### src/rtl/core/sgh_pkg.sv
`timescale 1ns / 1ps
`default_nettype none

package sgh_pkg;

  localparam int MODE_W = 3;
  localparam int REJ_W  = 3;
  localparam int KIND_W = 3;
  localparam int CNT_W  = 16;
  localparam int ID_W   = 32;
  localparam int SEQ_W  = 16;
  localparam int WIN_W  = 8;
  localparam int CFG_W  = 16;
  localparam int IDX_W  = 2;

  localparam logic [MODE_W-1:0] MODE_BOOT     = 3'd0;
  localparam logic [MODE_W-1:0] MODE_ACCEPTED = 3'd1;
  localparam logic [MODE_W-1:0] MODE_READY    = 3'd2;
  localparam logic [MODE_W-1:0] MODE_ARMED    = 3'd3;
  localparam logic [MODE_W-1:0] MODE_ACTIVE   = 3'd4;
  localparam logic [MODE_W-1:0] MODE_RECOVERY = 3'd5;
  localparam logic [MODE_W-1:0] MODE_FAULT    = 3'd6;

  localparam logic [REJ_W-1:0] REJ_NONE       = 3'd0;
  localparam logic [REJ_W-1:0] REJ_FAULT      = 3'd1;
  localparam logic [REJ_W-1:0] REJ_NOT_FRESH  = 3'd2;
  localparam logic [REJ_W-1:0] REJ_MISMATCH   = 3'd3;
  localparam logic [REJ_W-1:0] REJ_SEQUENCE   = 3'd4;
  localparam logic [REJ_W-1:0] REJ_UNSAFE     = 3'd5;
  localparam logic [REJ_W-1:0] REJ_TRANSITION = 3'd6;

  localparam logic [KIND_W-1:0] KIND_ANNOUNCE = 3'd0;
  localparam logic [KIND_W-1:0] KIND_SYNC     = 3'd1;
  localparam logic [KIND_W-1:0] KIND_COMMIT   = 3'd2;
  localparam logic [KIND_W-1:0] KIND_ACTIVE   = 3'd3;
  localparam logic [KIND_W-1:0] KIND_ABORT    = 3'd4;

  localparam logic [IDX_W-1:0] REG_ARM_DELAY     = 2'd0;
  localparam logic [IDX_W-1:0] REG_DROP          = 2'd1;
  localparam logic [IDX_W-1:0] REG_RECOVER_DELAY = 2'd2;

  localparam logic [CFG_W-1:0] ARM_DELAY_RESET     = 16'd100;
  localparam logic [CFG_W-1:0] DROP_RESET          = 16'd500;
  localparam logic [CFG_W-1:0] RECOVER_DELAY_RESET = 16'd1000;

  localparam logic [WIN_W-1:0] SEQ_WINDOW_MAX = 8'd127;

  typedef struct packed {
    logic              command;
    logic [KIND_W-1:0] request_kind;
    logic [ID_W-1:0]   session_ident;
    logic [SEQ_W-1:0]  sequence_number;
    logic              link_fresh;
    logic              arm_permit;
    logic              hard_fault;
  } item_t;

  typedef struct packed {
    logic              accepted;
    logic [MODE_W-1:0] gate_state;
    logic [REJ_W-1:0]  reject_code;
    logic              control_enabled;
    logic              requires_failsafe;
  } result_t;

  typedef struct packed {
    logic [MODE_W-1:0] gate_mode;
    logic [REJ_W-1:0]  last_reject;
    logic [ID_W-1:0]   current_session;
    logic [SEQ_W-1:0]  last_seq;
    logic              seq_seen;
    logic              was_active;
    logic [CNT_W-1:0]  stale_count;
    logic [CNT_W-1:0]  arm_count;
    logic [CNT_W-1:0]  recover_count;
  } gate_state_t;

  typedef struct packed {
    logic [CFG_W-1:0] arm_delay_ticks;
    logic [CFG_W-1:0] drop_ticks;
    logic [CFG_W-1:0] recover_delay_ticks;
  } cfg_t;

endpackage

`default_nettype wire

### src/rtl/core/sgh_cfg.sv
`timescale 1ns / 1ps
`default_nettype none

module sgh_cfg (
  input  wire logic                          clk,
  input  wire logic                          rst,
  input  wire logic                          cfg_write_en,
  input  wire logic [sgh_pkg::IDX_W-1:0]     cfg_index,
  input  wire logic [sgh_pkg::CFG_W-1:0]     cfg_data,
  output sgh_pkg::cfg_t                      cfg
);

  sgh_pkg::cfg_t regs;

  always_ff @(posedge clk) begin
    if (rst) begin
      regs.arm_delay_ticks     <= sgh_pkg::ARM_DELAY_RESET;
      regs.drop_ticks          <= sgh_pkg::DROP_RESET;
      regs.recover_delay_ticks <= sgh_pkg::RECOVER_DELAY_RESET;
    end else if (cfg_write_en) begin
      unique case (cfg_index)
        sgh_pkg::REG_ARM_DELAY:     regs.arm_delay_ticks     <= cfg_data;
        sgh_pkg::REG_DROP:          regs.drop_ticks          <= cfg_data;
        sgh_pkg::REG_RECOVER_DELAY: regs.recover_delay_ticks <= cfg_data;
        default: ;
      endcase
    end
  end

  assign cfg = regs;

endmodule

`default_nettype wire

### src/rtl/core/sgh_step.sv
`timescale 1ns / 1ps
`default_nettype none

module sgh_step (
  input  wire sgh_pkg::gate_state_t state,
  input  wire sgh_pkg::cfg_t        cfg,
  input  wire sgh_pkg::item_t       item,
  output sgh_pkg::gate_state_t      state_next,
  output sgh_pkg::result_t          result
);

  function automatic logic kind_matches(input logic [sgh_pkg::KIND_W-1:0] kind,
                                        input logic [sgh_pkg::MODE_W-1:0] mode);
    kind_matches = (kind == sgh_pkg::KIND_ANNOUNCE && mode == sgh_pkg::MODE_ACCEPTED) ||
                   (kind == sgh_pkg::KIND_SYNC && mode == sgh_pkg::MODE_READY) ||
                   (kind == sgh_pkg::KIND_COMMIT && mode == sgh_pkg::MODE_ARMED) ||
                   ((kind == sgh_pkg::KIND_COMMIT || kind == sgh_pkg::KIND_ACTIVE) &&
                    mode == sgh_pkg::MODE_ACTIVE);
  endfunction

  sgh_pkg::gate_state_t s;
  logic                      acc;
  logic                      ok;
  logic                      fresh;
  logic                      safe;
  logic                      id_match;
  logic                      seq_equal;
  logic                      in_window;
  logic [sgh_pkg::WIN_W-1:0] seq_diff;

  // tick never touches session, sequence or seen flag
  assign fresh     = item.link_fresh;
  assign safe      = item.arm_permit;
  assign id_match  = item.session_ident == state.current_session;
  assign seq_equal = item.sequence_number == state.last_seq;
  assign seq_diff  = item.sequence_number[sgh_pkg::WIN_W-1:0] -
                     state.last_seq[sgh_pkg::WIN_W-1:0];
  assign in_window = !state.seq_seen ||
                     (seq_diff != '0 && seq_diff <= sgh_pkg::SEQ_WINDOW_MAX);

  always_comb begin
    s   = state;
    acc = 1'b0;
    ok  = 1'b0;

    // tick
    if (item.hard_fault) begin
      s.gate_mode     = sgh_pkg::MODE_FAULT;
      s.last_reject   = sgh_pkg::REJ_FAULT;
      s.stale_count   = '0;
      s.arm_count     = '0;
      s.recover_count = '0;
    end else begin
      unique case (state.gate_mode)
        sgh_pkg::MODE_READY: begin
          if (fresh && safe) begin
            if (s.arm_count < cfg.arm_delay_ticks) s.arm_count = s.arm_count + 16'd1;
            if (s.arm_count >= cfg.arm_delay_ticks) begin
              s.gate_mode = sgh_pkg::MODE_ARMED;
              s.arm_count = '0;
            end
          end else begin
            s.arm_count = '0;
          end
          s.stale_count   = '0;
          s.recover_count = '0;
        end
        sgh_pkg::MODE_ARMED: begin
          if (fresh && safe) begin
            s.gate_mode     = sgh_pkg::MODE_ACTIVE;
            s.was_active    = 1'b1;
            s.stale_count   = '0;
            s.arm_count     = '0;
            s.recover_count = '0;
          end
        end
        sgh_pkg::MODE_ACTIVE: begin
          if (fresh) begin
            s.stale_count = '0;
          end else begin
            if (s.stale_count < cfg.drop_ticks) s.stale_count = s.stale_count + 16'd1;
            if (s.stale_count >= cfg.drop_ticks) begin
              s.gate_mode   = sgh_pkg::MODE_RECOVERY;
              s.last_reject = sgh_pkg::REJ_NOT_FRESH;
              s.stale_count = '0;
            end
          end
          s.arm_count     = '0;
          s.recover_count = '0;
        end
        sgh_pkg::MODE_RECOVERY: begin
          if (fresh && safe) begin
            if (s.recover_count < cfg.recover_delay_ticks) begin
              s.recover_count = s.recover_count + 16'd1;
            end
            if (s.recover_count >= cfg.recover_delay_ticks) begin
              s.gate_mode     = sgh_pkg::MODE_ACCEPTED;
              s.last_reject   = sgh_pkg::REJ_NONE;
              s.stale_count   = '0;
              s.arm_count     = '0;
              s.recover_count = '0;
            end
          end else begin
            s.recover_count = '0;
          end
        end
        default: begin
          s.stale_count   = '0;
          s.arm_count     = '0;
          s.recover_count = '0;
        end
      endcase
    end

    // request
    if (item.command) begin
      if (s.gate_mode == sgh_pkg::MODE_FAULT) begin
        acc = 1'b0;
      end else if (item.request_kind == sgh_pkg::KIND_ABORT) begin
        s             = '0;
        s.gate_mode   = sgh_pkg::MODE_BOOT;
        s.last_reject = sgh_pkg::REJ_NONE;
        acc           = 1'b1;
      end else if (item.session_ident == '0) begin
        s.last_reject = sgh_pkg::REJ_MISMATCH;
      end else if (item.request_kind == sgh_pkg::KIND_ANNOUNCE) begin
        acc = 1'b1;
        if (!(s.seq_seen && id_match && seq_equal &&
              s.gate_mode == sgh_pkg::MODE_ACCEPTED)) begin
          s.current_session = item.session_ident;
          s.last_seq        = item.sequence_number;
          s.seq_seen        = 1'b1;
          s.was_active      = 1'b0;
          s.stale_count     = '0;
          s.arm_count       = '0;
          s.recover_count   = '0;
          s.gate_mode       = sgh_pkg::MODE_ACCEPTED;
          s.last_reject     = sgh_pkg::REJ_NONE;
        end
      end else if (s.seq_seen && id_match && seq_equal &&
                   kind_matches(item.request_kind, s.gate_mode)) begin
        acc = 1'b1;
      end else if (!id_match) begin
        s.last_reject = sgh_pkg::REJ_MISMATCH;
      end else if (!in_window) begin
        s.last_reject = sgh_pkg::REJ_SEQUENCE;
      end else begin
        if (kind_matches(item.request_kind, s.gate_mode)) begin
          ok = 1'b1;
        end else if (s.gate_mode == sgh_pkg::MODE_ACCEPTED &&
                     item.request_kind == sgh_pkg::KIND_SYNC) begin
          if (!fresh) begin
            s.last_reject = sgh_pkg::REJ_NOT_FRESH;
          end else begin
            s.gate_mode = sgh_pkg::MODE_READY;
            ok          = 1'b1;
          end
        end else if ((s.gate_mode == sgh_pkg::MODE_ARMED ||
                      s.gate_mode == sgh_pkg::MODE_ACTIVE) &&
                     item.request_kind == sgh_pkg::KIND_COMMIT) begin
          if (!fresh) begin
            s.last_reject = sgh_pkg::REJ_NOT_FRESH;
          end else if (!safe) begin
            s.last_reject = sgh_pkg::REJ_UNSAFE;
          end else begin
            s.gate_mode     = sgh_pkg::MODE_ACTIVE;
            s.was_active    = 1'b1;
            s.stale_count   = '0;
            s.arm_count     = '0;
            s.recover_count = '0;
            ok              = 1'b1;
          end
        end else begin
          s.last_reject = sgh_pkg::REJ_TRANSITION;
        end
        if (ok) begin
          s.last_seq    = item.sequence_number;
          s.seq_seen    = 1'b1;
          s.last_reject = sgh_pkg::REJ_NONE;
          acc           = 1'b1;
        end
      end
    end
  end

  assign state_next                = s;
  assign result.accepted           = acc;
  assign result.gate_state         = s.gate_mode;
  assign result.reject_code        = s.last_reject;
  assign result.control_enabled    = s.gate_mode == sgh_pkg::MODE_ACTIVE;
  assign result.requires_failsafe  = s.was_active && (s.gate_mode != sgh_pkg::MODE_ACTIVE);

endmodule

`default_nettype wire

### src/rtl/core/session_gate_handshake_fsm_unit.sv
// Channel  | Direction | Handshake                  | Payload
// item     | in        | item_valid / item_stall    | sgh_pkg::item_t
// result   | out       | result_valid / result_stall| sgh_pkg::result_t
// cfg      | in        | cfg_write_en               | cfg_index, cfg_data
//
// One item per cycle sustained while result_stall is low; result_valid rises
// after an item passes the input register, one state update, result register.
// Synchronous rst clears gate state, both valid bits and the config registers
// to their defaults.
// A stalled result holds the input register; item_stall follows result_stall
// only while both registers are occupied.
`timescale 1ns / 1ps
`default_nettype none

module session_gate_handshake_fsm_unit (
  input  wire logic                      clk,
  input  wire logic                      rst,
  input  wire logic                      item_valid,
  output logic                           item_stall,
  input  wire sgh_pkg::item_t            item,
  output logic                           result_valid,
  input  wire logic                      result_stall,
  output sgh_pkg::result_t               result,
  input  wire logic                      cfg_write_en,
  input  wire logic [sgh_pkg::IDX_W-1:0] cfg_index,
  input  wire logic [sgh_pkg::CFG_W-1:0] cfg_data
);

  sgh_pkg::cfg_t        cfg;
  sgh_pkg::item_t       held;
  logic                 held_valid;
  sgh_pkg::gate_state_t state;
  sgh_pkg::gate_state_t state_next;
  sgh_pkg::result_t     step_result;
  logic                 advance;
  logic                 fire;

  sgh_cfg u_cfg (
    .clk          (clk),
    .rst          (rst),
    .cfg_write_en (cfg_write_en),
    .cfg_index    (cfg_index),
    .cfg_data     (cfg_data),
    .cfg          (cfg)
  );

  sgh_step u_step (
    .state      (state),
    .cfg        (cfg),
    .item       (held),
    .state_next (state_next),
    .result     (step_result)
  );

  assign advance    = !result_valid || !result_stall;
  assign fire       = held_valid && advance;
  assign item_stall = held_valid && !advance;

  always_ff @(posedge clk) begin
    if (rst) begin
      held_valid <= 1'b0;
    end else if (!item_stall) begin
      held_valid <= item_valid;
    end
  end

  always_ff @(posedge clk) begin
    if (item_valid && !item_stall) begin
      held <= item;
    end
  end

  always_ff @(posedge clk) begin
    if (rst) begin
      state <= '{gate_mode: sgh_pkg::MODE_BOOT, last_reject: sgh_pkg::REJ_NONE,
                 default: '0};
    end else if (fire) begin
      state <= state_next;
    end
  end

  always_ff @(posedge clk) begin
    if (rst) begin
      result_valid <= 1'b0;
    end else if (advance) begin
      result_valid <= held_valid;
    end
  end

  always_ff @(posedge clk) begin
    if (fire) begin
      result <= step_result;
    end
  end

`ifndef SYNTH
  a_fault_sticky: assert property (@(posedge clk) disable iff (rst)
    (state.gate_mode == sgh_pkg::MODE_FAULT) |=> (state.gate_mode == sgh_pkg::MODE_FAULT))
    else $error("fault lock left without reset");

  a_state_quiet: assert property (@(posedge clk) disable iff (rst)
    !fire |=> $stable(state))
    else $error("gate state changed without a transfer");

  a_result_tracks: assert property (@(posedge clk) disable iff (rst)
    fire |=> (result_valid && result.gate_state == state.gate_mode))
    else $error("result gate_state differs from stored mode");
`endif

endmodule

`default_nettype wire
### config.mk
export PLATFORM = sky130hd
export DESIGN_NAME = session_gate_handshake_fsm_unit
export DESIGN_NICKNAME = d
export VERILOG_FILES = /design/src/rtl/core/sgh_pkg.sv /design/src/rtl/core/sgh_cfg.sv /design/src/rtl/core/sgh_step.sv /design/src/rtl/core/session_gate_handshake_fsm_unit.sv
export SDC_FILE = /design/constraint.sdc
export NUM_CORES = 1
export LEC_CHECK = 0
export ABC_AREA = 1
export BUFFER_PORTS_ARGS = -buffer_cell sky130_fd_sc_hd__buf_4
export CAP_MARGIN = 20
export CORE_MARGIN = 2
export CORE_UTILIZATION = 40
export DETAILED_ROUTE_END_ITERATION = 7
export PLACE_DENSITY = 0.55
export SLEW_MARGIN = 10
export SYNTH_ARGS = -nofsm -noshare
export SYNTH_HDL_FRONTEND = slang
export SYNTH_SLANG_ARGS = --single-unit
### constraint.sdc
create_clock -name clk -period 5.9 [get_ports clk]
set_input_delay 0.885 -clock clk [delete_from_list [all_inputs] [get_ports clk]]
set_output_delay 0.885 -clock clk [all_outputs]
set_load 0.01 [all_outputs]
==> summary.txt <==
======================================================================================
Maximum number of pins on one net before global-route repair                        73
Maximum root-to-sink buffer count                                                    3
Clk sinks                                                                          218
Cell accounting for the most synthesized area                                  dfxtp_1
Vias/cell                                                                         5.05
Final net count                                                                   2000
Number of different library cells in the post-synthesis netlist                     47
Post-route DRC                                                                       0
Overall Global Routing Usage                                                     19.8%
Core region area                                                             32400 um2
Register-to-register setup slack                                               0.52 ns
Post-synthesis async set-or-reset flop share                                        0%
Detailed-placement wirelength estimate                                         23.9 mm
Kind of capture point of the worst setup path                                     flop
Slew Limit Headroom                                                              36.2%
Remaining global-route overflow                                                      0
Cell area power density                                                     245 nW/um2
Share of the yosys chip area belonging to registers                              38.3%
Reg-to-reg endpoint                                                          state[24]
Synthesis-stage register bit count                                                 218
Final worst-path cycle share                                                     91.2%
Worst hold-check path type                                                flop to flop
CTS H-tree depth                                                                     1
Core Rows                                                                           66
Peak supply drop                                                              0.309 mV
Arrival time of data at the critical path endpoint                             5.83 ns
Root buffer cell                                                             clkbuf_16
Instance area after placement                                                14100 um2
Wirelength, routed                                                             33.5 mm
Number of max-cap violations                                                         0
Worst Clk Skew                                                               0.0271 ns
Critical path's most frequent cell                                             nand2_1
Post-Synthesis Cells                                                              1744
Number of cell instances on the worst register-to-register path                     30
First-pass GRT wire length                                                     55.2 mm
ANT cells                                                                            0
Final max-slew violation count                                                       0
CP peak stage delay                                                            0.48 ns
Accumulated negative setup slack                                                  0 ns
Setup Crit Path Kind                                                      flop to flop
Insertion delay to the later sink of the worst-skew pair                       0.55 ns
Layout cell share with drive strength beyond 1                                   10.4%
Unrepaired setup endpoints after global routing                                  false
Port buffer count                                                                   88
Starting utilization of the core area                                            40.4%
Highest fanout seen on the critical path                                            32
Number of global-route vias before repair                                        11000
Cell area after synthesis                                                    13100 um2
Slew of the pin with the lowest slew margin                                   0.953 ns
Maximum clock rate                                                           0.186 GHz
Launch instance of the worst min-delay path                                  state[52]
Number of setup violations in the final report                                       0
Slowest library cell on the worst path                                         dfxtp_1
Cell depth of the worst hold path                                                    2
Clock slew at the register clock pins of the worst setup and hold paths        0.06 ns
Number of synthesized flops with an enable pin                                      64
End of the worst hold path                                                   state[52]
1st-iter DRT viols                                                                 644
Status                                                                    finished, final reports clean
Count of vias placed by the detailed router                                      11500
Final number of hold-violating endpoints                                             0
Launching element type of the critical path                                       flop
Static Leakage                                                                 6.70 nW
WP data required                                                               6.35 ns
Area share of the largest cell type after synthesis                              23.6%
Layout area overhead                                                             15.7%
Most common flop cell mapped by yosys                                          dfxtp_1
Area of the die                                                              34200 um2
Routed wire per std cell                                                       14.7 um
Number of warnings reported in the yosys synthesis log                               0
Final weighted congestion of routability-driven global placement                 0.852
Vert. Die Dim                                                                   185 um
X dimension of the die                                                          185 um
Boundary pin count                                                                  89
Antenna-violating nets left                                                          0
Total iterations of the first detailed-routing run                                   5
Area of all placed cells without fillers                                     15100 um2
Antenna violations before repair                                                     0
Number of buffers added to fix hold violations after cts                             0
Syn_nets                                                                          1926
Mean post-synth cell area                                                     7.50 um2
Final min period                                                               5.38 ns
Clock buffer count from CTS                                                         26
Worst reg2reg path startpoint                                                state[43]
Largest cells by area after synthesis                                     dfxtp_1 (24%), edfxtp_1 (15%), nand2_1 (12%)
CTS tree                                                                           yes
======================================================================================
## layer usage
metal	wire length [um]	part of all wire (%)	vias to the layer above	global-route usage, %
met5	0	0	-	0
met4	688	2.1	0	4.44
met3	1390	4.1	42	2.91
met2	15600	47	217	34.1
met1	15800	47	5281	26.4
li1	-	-	5985	-
## state kept, by name (all words and copies together), names as in the netlist
register / cells
held: 55
held_valid: 1
result: 9
result_valid: 1
state: 104
u_cfg.cfg: 48
## how the worst max path moves through the flow
| stage | from | endpoint | slack, ns | depth (start not counted) |
|---|---|---|---|---|
| 6_report | state[43] | state[24] | 0.52 | 30 |
| 3_3_place_gp | state[43] | state[61] | 0.40 | 26 |
| 2_1_floorplan | state[43] | state[58] | 1.65 | 31 |
| 4_1_cts | state[43] | state[61] | 0.34 | 26 |
| 3_5_place_dp | state[43] | state[65] | 0.34 | 26 |
| 5_1_grt | state[43] | state[16] | 0.02 | 30 |
## Yosys cell counts, types with 18 or more instances
master / count
nand3_1: 70
o22ai_1: 34
o21ai_0: 93
nand4_1: 43
dfxtp_1: 154
clkbuf_1: 46
inv_1: 236
edfxtp_1: 64
nor4_1: 22
xor2_1: 71
a21oi_1: 183
nor2_1: 86
nand2_1: 404
o211ai_1: 18
nor3_1: 31
ha_1: 103
## layout by cell type, fill, tap and decap left out, types with 2 or more instances in the layout
| master | count |
|---|---|
| nand4_1 | 43 |
| ha_1 | 103 |
| buf_4 | 104 |
| o211ai_1 | 18 |
| nand3_1 | 70 |
| or2_2 | 6 |
| nor2_2 | 7 |
| a21oi_1 | 183 |
| inv_1 | 234 |
| o311ai_0 | 3 |
| nor3b_1 | 2 |
| edfxtp_1 | 64 |
| nand2_1 | 404 |
| clkbuf_16 | 28 |
| o22ai_1 | 34 |
| nor2_1 | 85 |
| a211oi_1 | 4 |
| nand2_2 | 2 |
| a31oi_1 | 3 |
| nand2_4 | 2 |
| dfxtp_1 | 154 |
| nor3_2 | 2 |
| a21boi_0 | 3 |
| xor2_1 | 71 |
| inv_2 | 15 |
| o21ai_0 | 93 |
| clkinv_2 | 4 |
| clkbuf_8 | 9 |
| xnor2_1 | 7 |
| bufinv_16 | 3 |
| o21ai_1 | 2 |
| o21a_1 | 3 |
| o31ai_1 | 2 |
| nor4_1 | 22 |
| nor3_1 | 30 |
| nand3_2 | 2 |
## power breakdown
part | internal [W] | leakage, nW | switching, W | total, W
sequential | 0.00160 | 1.87 | 0.0000307 | 0.00163
clock | 0.00110 | 0.480 | 0.000652 | 0.00176
combinational | 0.000114 | 4.35 | 0.000204 | 0.000318
## critical path: cells and delay by family (launching register included)
family | cells | cell delay (ns)
flip-flops | 1 | 0.48
AND/OR/NAND/NOR | 18 | 2.42
adder cells (fa/ha/maj) | 2 | 0.61
XOR/XNOR | 1 | 0.15
buffers and inverters | 4 | 0.61
AO/OA/AOI/OAI | 5 | 0.99
## cell type report
class	count	area [um2]
Clock buffer	38	828
Clock inverter	10	140
Fill cell	3340	17200
Inverter	250	938
Multi-Input combinational cell	1218	6890
Sequential cell	218	5000
Tap cell	442	553
Timing Repair Buffer	104	781
## stage by stage
| step | power, W | setup slack, ns | hold WS [ns] | util (%) | cells |
|---|---|---|---|---|---|
| after floorplan | 0.00185 | 1.65 | 0.444 | - | 1744 |
| after global placement | 0.00198 | 0.399 | 0.453 | 43.7 | 2229 |
| after detailed placement | 0.00198 | 0.339 | 0.461 | 43.7 | 2229 |
| after CTS | 0.00375 | 0.339 | 0.471 | 46.7 | 2277 |
| after global routing | 0.00385 | 0.0207 | 0.483 | 46.8 | 2280 |
| final | 0.00370 | 0.522 | 0.471 | 46.8 | 2280 |
## repair_timing
item,in CTS,in global routing
buffers inserted,0,2
endpoints found under the setup margin,0,63
gates resized for setup,0,1
## kinds of logic after synthesis
family,count (synthesis),synth area share (%)
fa+ha+maj,104,10.0
compound gates,356,14.9
xor+xnor,78,5.22
flops,218,38.3
buf+inv,308,9.15
simple gates,680,22.4
Power figures use the tool's default switching activity.
